## src/divtmr_pkg.sv

```systemverilog
// Shared types, constants and a helper function for the divider and timer block.
`timescale 1ns / 1ps

package divtmr_pkg;

    // Kind of request carried on the input channel.
    typedef enum logic [1:0] {
        MODE_TICK  = 2'd0,
        MODE_READ  = 2'd1,
        MODE_WRITE = 2'd2,
        MODE_NONE  = 2'd3
    } mode_t;

    // Timer register selected by a bus access.
    typedef enum logic [1:0] {
        REG_DIV     = 2'd0,
        REG_COUNTER = 2'd1,
        REG_TMA     = 2'd2,
        REG_TAC     = 2'd3
    } reg_sel_t;

    // Configuration register indexes on the APB port.
    typedef enum logic {
        CFG_HALF_STEP = 1'b0,
        CFG_APU_BIT   = 1'b1
    } cfg_index_t;

    // Configuration handed from the register file to the timer core.
    typedef struct packed {
        logic       half_step;
        logic [3:0] apu_bit;
    } cfg_t;

    localparam logic [15:0] DIV_RESET      = 16'hABCC;
    localparam logic [7:0]  TAC_RESET      = 8'hF8;
    localparam logic [7:0]  TIMA_MAX       = 8'hFF;
    localparam logic [2:0]  TICK_CLOCKS    = 3'd4;
    localparam logic [2:0]  RELOAD_CLOCKS  = 3'd4;
    localparam logic [3:0]  APU_BIT_RESET  = 4'd12;
    localparam int          TAC_ENABLE_BIT = 2;

    // Divider bit watched by TIMA for each TAC rate selection.
    function automatic logic [3:0] rate_bit(input logic [1:0] rate_sel);
        logic [3:0] bit_idx;
        unique case (rate_sel)
            2'd0:    bit_idx = 4'd9;
            2'd1:    bit_idx = 4'd3;
            2'd2:    bit_idx = 4'd5;
            default: bit_idx = 4'd7;
        endcase
        return bit_idx;
    endfunction

endpackage

```

## src/divtmr_cfg.sv

```systemverilog
// APB configuration registers: double speed flag and audio divider bit select.
`timescale 1ns / 1ps

module divtmr_cfg (
    input  logic                clk,
    input  logic                rst_n,
    input  logic                psel,
    input  logic                penable,
    input  logic                pwrite,
    input  logic [2:0]          paddr,
    input  logic [31:0]         pwdata,
    output logic [31:0]         prdata,
    output logic                pready,
    output divtmr_pkg::cfg_t    cfg
);
    import divtmr_pkg::*;

    logic       half_step_reg;
    logic [3:0] apu_bit_reg;
    logic       wr_en;
    cfg_index_t wr_index;

    // Registers sit four bytes apart, so bit 2 of the address picks one.
    assign wr_index = cfg_index_t'(paddr[2]);
    assign wr_en    = psel & penable & pwrite;
    assign pready   = 1'b1;

    always_ff @(posedge clk or negedge rst_n) begin
        if (!rst_n) begin
            half_step_reg <= 1'b0;
            apu_bit_reg   <= APU_BIT_RESET;
        end else if (wr_en) begin
            unique case (wr_index)
                CFG_HALF_STEP: half_step_reg <= pwdata[0];
                default:       apu_bit_reg   <= pwdata[3:0];
            endcase
        end
    end

    always_comb begin
        unique case (wr_index)
            CFG_HALF_STEP: prdata = {31'd0, half_step_reg};
            default:       prdata = {28'd0, apu_bit_reg};
        endcase
    end

    assign cfg.half_step = half_step_reg;
    assign cfg.apu_bit   = apu_bit_reg;

endmodule

```

## src/divtmr_core.sv

```systemverilog
// Timer state (divider, TIMA, TMA, TAC, reload delay) and its one-pass update.
`timescale 1ns / 1ps

module divtmr_core (
    input  logic                    clk,
    input  logic                    rst_n,
    input  divtmr_pkg::cfg_t        cfg,
    input  logic                    fire,
    input  divtmr_pkg::mode_t       mode,
    input  divtmr_pkg::reg_sel_t    reg_select,
    input  logic [7:0]              write_data,
    output logic [7:0]              read_data,
    output logic                    timer_irq,
    output logic                    apu_step
);
    import divtmr_pkg::*;

    logic [15:0] div_reg,   div_next;
    logic [7:0]  tima_reg,  tima_next;
    logic [7:0]  tma_reg,   tma_next;
    logic [7:0]  tac_reg,   tac_next;
    logic [2:0]  delay_reg, delay_next;

    logic [2:0]  step;
    logic [15:0] div_adv;
    logic [2:0]  delay_dec;
    logic        sig_before;
    logic        sig_after;
    logic        bump;
    logic        tac_enable;

    assign tac_enable = tac_reg[TAC_ENABLE_BIT];
    assign step       = cfg.half_step ? (TICK_CLOCKS >> 1) : TICK_CLOCKS;
    assign div_adv    = div_reg + {13'd0, step};
    assign delay_dec  = (delay_reg >= step) ? (delay_reg - step) : 3'd0;
    assign sig_before = tac_enable & div_reg[rate_bit(tac_reg[1:0])];
    assign sig_after  = tac_enable & div_adv[rate_bit(tac_reg[1:0])];

    always_comb begin
        div_next   = div_reg;
        tima_next  = tima_reg;
        tma_next   = tma_reg;
        tac_next   = tac_reg;
        delay_next = delay_reg;
        read_data  = 8'd0;
        timer_irq  = 1'b0;
        apu_step   = 1'b0;
        bump       = 1'b0;

        case (mode)
            MODE_TICK: begin
                div_next = div_adv;
                if (delay_reg != 3'd0) begin
                    delay_next = delay_dec;
                    timer_irq  = (delay_dec == 3'd0);
                end
                bump = sig_before & ~sig_after;
            end
            MODE_READ: begin
                case (reg_select)
                    REG_DIV:     read_data = div_reg[15:8];
                    REG_COUNTER: read_data = (delay_reg != 3'd0) ? 8'd0 : tima_reg;
                    REG_TMA:     read_data = tma_reg;
                    default:     read_data = tac_reg;
                endcase
            end
            MODE_WRITE: begin
                case (reg_select)
                    REG_DIV: begin
                        // Clearing the divider drops the timer signal if it was high.
                        bump     = sig_before;
                        apu_step = div_reg[cfg.apu_bit];
                        div_next = 16'd0;
                    end
                    REG_COUNTER: begin
                        if (delay_reg == 3'd0)
                            tima_next = write_data;
                    end
                    REG_TMA: begin
                        if (delay_reg == 3'd0)
                            tma_next = write_data;
                    end
                    default: begin
                        // Disabling the timer checks the newly selected bit.
                        bump = tac_enable & ~write_data[TAC_ENABLE_BIT]
                               & div_reg[rate_bit(write_data[1:0])];
                        tac_next = write_data;
                    end
                endcase
            end
            default: ;
        endcase

        if (bump) begin
            if (tima_reg == TIMA_MAX) begin
                tima_next  = tma_reg;
                delay_next = RELOAD_CLOCKS;
            end else begin
                tima_next = tima_reg + 8'd1;
            end
        end
    end

    always_ff @(posedge clk or negedge rst_n) begin
        if (!rst_n) begin
            div_reg   <= DIV_RESET;
            tima_reg  <= 8'd0;
            tma_reg   <= 8'd0;
            tac_reg   <= TAC_RESET;
            delay_reg <= 3'd0;
        end else if (fire) begin
            div_reg   <= div_next;
            tima_reg  <= tima_next;
            tma_reg   <= tma_next;
            tac_reg   <= tac_next;
            delay_reg <= delay_next;
        end
    end

endmodule

```

## src/divider_timer_with_reload_delay_top.sv

```systemverilog
// Top level of the divider and timer block: request and result registers around the core.
`timescale 1ns / 1ps
// A request accepted into the input register is processed by the core and registered in
// the output register. Throughput: one request per clock while out_stall is low; a stalled
// result holds one request back in the input register while the output register waits.
// Reset (rst_n, asynchronous, active low) empties both pipeline stages and loads the
// timer and configuration registers with their power-on values; no clearing pass follows.

module divider_timer_with_reload_delay_top (
    input  logic        clk,
    input  logic        rst_n,
    input  logic        psel,
    input  logic        penable,
    input  logic        pwrite,
    input  logic [2:0]  paddr,
    input  logic [31:0] pwdata,
    output logic [31:0] prdata,
    output logic        pready,
    input  logic        in_valid,
    output logic        in_stall,
    input  logic [1:0]  mode,
    input  logic [1:0]  reg_select,
    input  logic [7:0]  write_data,
    output logic        out_valid,
    input  logic        out_stall,
    output logic [7:0]  read_data,
    output logic        timer_irq,
    output logic        apu_step
);
    import divtmr_pkg::*;

    cfg_t     cfg;

    // Input register: holds one request until the core can process it.
    logic     s1_valid_reg;
    mode_t    s1_mode_reg;
    reg_sel_t s1_sel_reg;
    logic [7:0] s1_data_reg;

    // Output register: holds the result until the receiver takes it.
    logic       out_valid_reg;
    logic [7:0] read_data_reg;
    logic       timer_irq_reg;
    logic       apu_step_reg;

    logic       advance;
    logic       fire;
    logic       in_accept;
    logic [7:0] core_read_data;
    logic       core_timer_irq;
    logic       core_apu_step;

    divtmr_cfg u_cfg (
        .clk     (clk),
        .rst_n   (rst_n),
        .psel    (psel),
        .penable (penable),
        .pwrite  (pwrite),
        .paddr   (paddr),
        .pwdata  (pwdata),
        .prdata  (prdata),
        .pready  (pready),
        .cfg     (cfg)
    );

    // The output register can load whenever it is empty or being drained this cycle,
    // so the core processes the held request and the input register refills together.
    assign advance   = ~out_valid_reg | ~out_stall;
    assign fire      = s1_valid_reg & advance;
    assign in_stall  = s1_valid_reg & ~advance;
    assign in_accept = in_valid & ~in_stall;

    always_ff @(posedge clk or negedge rst_n) begin
        if (!rst_n) begin
            s1_valid_reg <= 1'b0;
        end else if (advance | ~s1_valid_reg) begin
            s1_valid_reg <= in_valid;
        end
    end

    always_ff @(posedge clk) begin
        if (in_accept) begin
            s1_mode_reg <= mode_t'(mode);
            s1_sel_reg  <= reg_sel_t'(reg_select);
            s1_data_reg <= write_data;
        end
    end

    divtmr_core u_core (
        .clk        (clk),
        .rst_n      (rst_n),
        .cfg        (cfg),
        .fire       (fire),
        .mode       (s1_mode_reg),
        .reg_select (s1_sel_reg),
        .write_data (s1_data_reg),
        .read_data  (core_read_data),
        .timer_irq  (core_timer_irq),
        .apu_step   (core_apu_step)
    );

    always_ff @(posedge clk or negedge rst_n) begin
        if (!rst_n) begin
            out_valid_reg <= 1'b0;
        end else if (advance) begin
            out_valid_reg <= s1_valid_reg;
        end
    end

    always_ff @(posedge clk) begin
        if (fire) begin
            read_data_reg <= core_read_data;
            timer_irq_reg <= core_timer_irq;
            apu_step_reg  <= core_apu_step;
        end
    end

    assign out_valid = out_valid_reg;
    assign read_data = read_data_reg;
    assign timer_irq = timer_irq_reg;
    assign apu_step  = apu_step_reg;

`ifndef SYNTHESIS
    // A request held in the input register is never dropped while the output is blocked.
    a_s1_hold: assert property (@(posedge clk) disable iff (!rst_n)
        (s1_valid_reg && !advance) |=> s1_valid_reg)
        else $error("held request lost from input register");

    // Every request processed by the core appears as a result in the next cycle.
    a_result_follows: assert property (@(posedge clk) disable iff (!rst_n)
        fire |=> out_valid_reg)
        else $error("processed request produced no result");

    // An audio step can only come from a bus write.
    a_apu_from_write: assert property (@(posedge clk) disable iff (!rst_n)
        (fire && s1_mode_reg != MODE_WRITE) |=> !apu_step_reg)
        else $error("audio step without a DIV write");

    // The timer interrupt can only come from a tick.
    a_irq_from_tick: assert property (@(posedge clk) disable iff (!rst_n)
        (fire && s1_mode_reg != MODE_TICK) |=> !timer_irq_reg)
        else $error("timer interrupt without a tick");
`endif

endmodule
```

## config.mk

```make
export PLATFORM = sky130hd
export DESIGN_NAME = divider_timer_with_reload_delay_top
export DESIGN_NICKNAME = d
export VERILOG_FILES = /design/src/divtmr_pkg.sv /design/src/divtmr_cfg.sv /design/src/divtmr_core.sv /design/src/divider_timer_with_reload_delay_top.sv
export SDC_FILE = /design/constraint.sdc
export NUM_CORES = 1
export LEC_CHECK = 0
export ABC_AREA = 1
export BUFFER_PORTS_ARGS = -buffer_cell sky130_fd_sc_hd__buf_4
export CORE_MARGIN = 10
export CORE_UTILIZATION = 50
export DETAILED_ROUTE_END_ITERATION = 7
export HOLD_SLACK_MARGIN = 0.03
export MAX_ROUTING_LAYER = met4
export PLACE_DENSITY = 0.75
export SLEW_MARGIN = 20
export SYNTH_ARGS = -nofsm -noshare
export SYNTH_HDL_FRONTEND = slang
export SYNTH_SLANG_ARGS = --single-unit
```

## constraint.sdc

```tcl
create_clock -name clk -period 3.2 [get_ports clk]
set_clock_uncertainty 0.15 [all_clocks]
set_input_delay 0.48 -clock clk [delete_from_list [all_inputs] [get_ports clk]]
set_output_delay 0.48 -clock clk [all_outputs]
set_load 0.03 [all_outputs]
```

==> summary.md <==
| Metric | Value |
|---|---|
| CTS max path bufs | 2 |
| DRC | 0 |
| Hold Path Class | input port to flip-flop |
| Fillers | between 700 and 800 |
| Post-route setup TNS | 0 ps |
| Final period util | a little over four fifths |
| CP required | roughly 3300 ps |
| Critical path peak fanout | 11 |
| Power, Total | 3.33 mW |
| Yosys cell types | between 40 and 50 |
| CTS tree | yes |
| GP Congestion | 0.955 |
| Die X | 112 um |
| Mean routed wirelength per cell | 15.0 um |
| RSZ-0062 raised after global routing | false |
| Standard-cell rows | 33 |
| Post-place instance area | 4540 sq um |
| Max-cap viol count | 0 |
| Seq/Total Area, Yosys | 44.7% |
| Post-CTS Setup Inserts | 0 |
| DR vias | between 3000 and 4000 |
| Vias in the first global route | 3537 |
| Total power divided by cell area | 701 nW/um^2 |
| Most frequent cells in the layout | 136 x nand2_1, 56 x inv_1, 46 x nand3_1, 43 x buf_4, 34 x o21ai_0 |
| Initial Utilization | 51.6% |
| Antenna-violating nets left | 0 |
| Core area | just over 8000 sq um |
| Status | finished, final reports clean |
| Total global-route track usage | 17.3% |
| Multi-input gate area | 1920 sq um |
| Hold WS | 141 ps |
| Die area | 12600 sq um |
| H-tree lvl count | 3 |
| Post-cts hold buffer count | 1 |
| Root Buffer | clkbuf_8 |
| Synthesized flop and latch total | 71 |
| Critical Path Sink Type | flip-flop |
| Detail-routed via count per cell | 5.31 |
| Share of post-route cells with drive strength above 1 | 20.7% |
| Most common cell after layout, fill and taps aside | nand2_1 |
| EDFF count, synth | 22 |
| Min cycle time layout | 2700 ps |
| Yosys warning count | 0 |
| Fraction of registers with async set/reset | 69.0% |
| DRT Pass-1 Iters | 6 |
| FMAX | between 300 and 400 MHz |
| Final worst setup slack | 500 ps |
| Post-Route WL | just over 10000 um |
| Clk_lat worst skew | around 370 ps |
| Largest register FFs | 15 |
| Worst-Margin Slew | 640 ps |
| Reg clk slew, reported paths | 80 ps |
| Cell Area, Synth | 4260 sq um |
| Final setup fails | 0 |
| Final Instance Area | 4750 sq um |
| Final Max Slew Viols | 0 |
| Final Hold Viols | 0 |
| CTS Sinks | 71 |
| FF/Latch Area | 1910 sq um |
| Nets | around 640 |
| P_leak | 2.23 nW |
| PostCTS Resize Cnt | 0 |
| WS Path Type | flip-flop to flip-flop |
| DP HPWL | 7790 um |
| Worst slew margin | 57.3% |
| Buffers on Ports | 39 |
| Setup crit start kind | flip-flop |
| Largest net degree at the start of global routing | 50 |
| Ports | roughly 100 |
| Initial antenna violation count | 0 |
| Cell count after synthesis | 530 |
| Area growth from synthesis to final layout | 11.4% |
| Cts bufs inserted | 9 |
| First DRT Iteration DRCs | 261 |
| Diodes inserted | 0 |
| GR Overflow Total | 0 |
| Crit path DAT | 2800 ps |
| Maximum vdd drop | 354 uV |
| First-pass GRT wire length | 17500 um |
| Primary FF master, synth | dfrtp_1 |
| Worst slack, placed | 534 ps |
| Chip height | 112 um |
| Syn Area/Cell | 8.05 sq um |
[kinds of logic (layout without fill, tap and decap cells)]
family | Yosys count | in the layout | share of synthesized area [%]
buffers and inverters | 106 | 128 | 12.6
and+or+nand+nor | 250 | 250 | 27.0
adders and majority gates | 7 | 7 | 2.41
other | 2 | 29 | 0.176
DFF | 71 | 71 | 44.7
AOI/OAI and AO/OA | 89 | 89 | 12.0
xor gates and xnor gates | 4 | 4 | 0.822
muxes | 1 | 1 | 0.264
[synth_stat cells, types with 2 or more instances]
master      n  share of area [%]
nor3_1      9                1.1
a31oi_1    10                1.5
nor2_4      2               0.53
dfstp_2    16                9.9
ha_1        5                1.5
fa_1        2               0.94
nand2_4     6                1.6
edfxtp_1   22                 15
buf_4      32                5.6
buf_2       2               0.23
a21oi_1    21                2.5
o22ai_1     6               0.88
nand3_1    46                5.4
clkinv_1    2               0.18
a22oi_1     7                1.2
inv_1      56                4.9
dfrtp_1    33                 19
nand2_1   136                 12
a211oi_1    2               0.35
o21ai_0    34                4.0
nor2_2      6               0.88
o31ai_1     2               0.35
inv_2      10               0.88
nor2_1     21                1.8
o211ai_1    2               0.35
clkbuf_1    3               0.26
a21oi_2     2               0.41
conb_1      2               0.18
nand2_2    15                2.2
nand4_1     4               0.59
xor2_1      3               0.62
[path summary, 6_finish.rpt]
| check | start | endpoint | slack (ps) | depth (start not counted) |
|---|---|---|---|---|
| min in group asynchronous | rst_n | u_core.tima_reg[0]$_DFFE_PN0P_ | 540 | 2 |
| max in group asynchronous | rst_n | u_core.delay_reg[1]$_DFFE_PN0P_ | 1940 | 2 |
| hold / removal | write_data[4] | s1_data_reg[4]$_DFFE_PP_ | 140 | 1 |
| hold reg to reg | s1_valid_reg$_DFFE_PN0N_ | out_valid$_DFFE_PN0P_ | 340 | 2 |
| setup / recovery | u_core.div_reg[1]$_DFFE_PN0P_ | u_core.tima_reg[2]$_DFFE_PN0P_ | 500 | 15 |
| setup reg to reg | u_core.div_reg[1]$_DFFE_PN0P_ | u_core.tima_reg[2]$_DFFE_PN0P_ | 500 | 15 |
[power breakdown]
group	internal (mW)	switching, mW	total, mW
logic	0.383	0.664	1.05
registers	1.22	0.317	1.54
clock network	0.369	0.374	0.743
[area by class of cell]
class / count / share of cell area (%)
clock buffer: 9 / 2.61
clock inverter: 7 / 1.66
inverter: 68 / 5.37
tap: 105 / 2.77
multi-input combinational: 380 / 40.5
sequential: 71 / 40.1
timing repair buffer: 44 / 7.01
[routing by layer]
| layer | wire [um] | global-route usage (%) | share of wire (%) | vias to the layer above |
|---|---|---|---|---|
| met2 | 4600 | 25.4 | 45 | 162 |
| met5 | 0 | - | 0 | - |
| li1 | - | - | - | 1779 |
| met4 | 208 | 6.68 | 2.0 | 0 |
| met1 | 4500 | 22.9 | 44 | 1671 |
| met3 | 957 | 3.73 | 9.3 | 19 |
[metrics by stage]
stage / utilization [%] / instances
6_report: 57.5 / 684
3_3_place_gp: 55.0 / 667
5_1_grt: 57.5 / 684
4_1_cts: 57.5 / 684
2_1_floorplan: - / 557
3_5_place_dp: 55.0 / 667
[critical path, cell delays in order (launching register included)]
cell	delay [ps]
dfrtp_1	400
ha_1	190
inv_1	70
fa_1	450
nor2_4	180
nand2_1	110
nand2_1	90
nand3_1	70
nand2_1	100
nand2_2	60
nand2_4	130
nand2_4	170
nand2_4	170
nand2_4	110
nand2_1	100
nand2_1	50
Note: power is estimated with default switching activity, not from simulation.
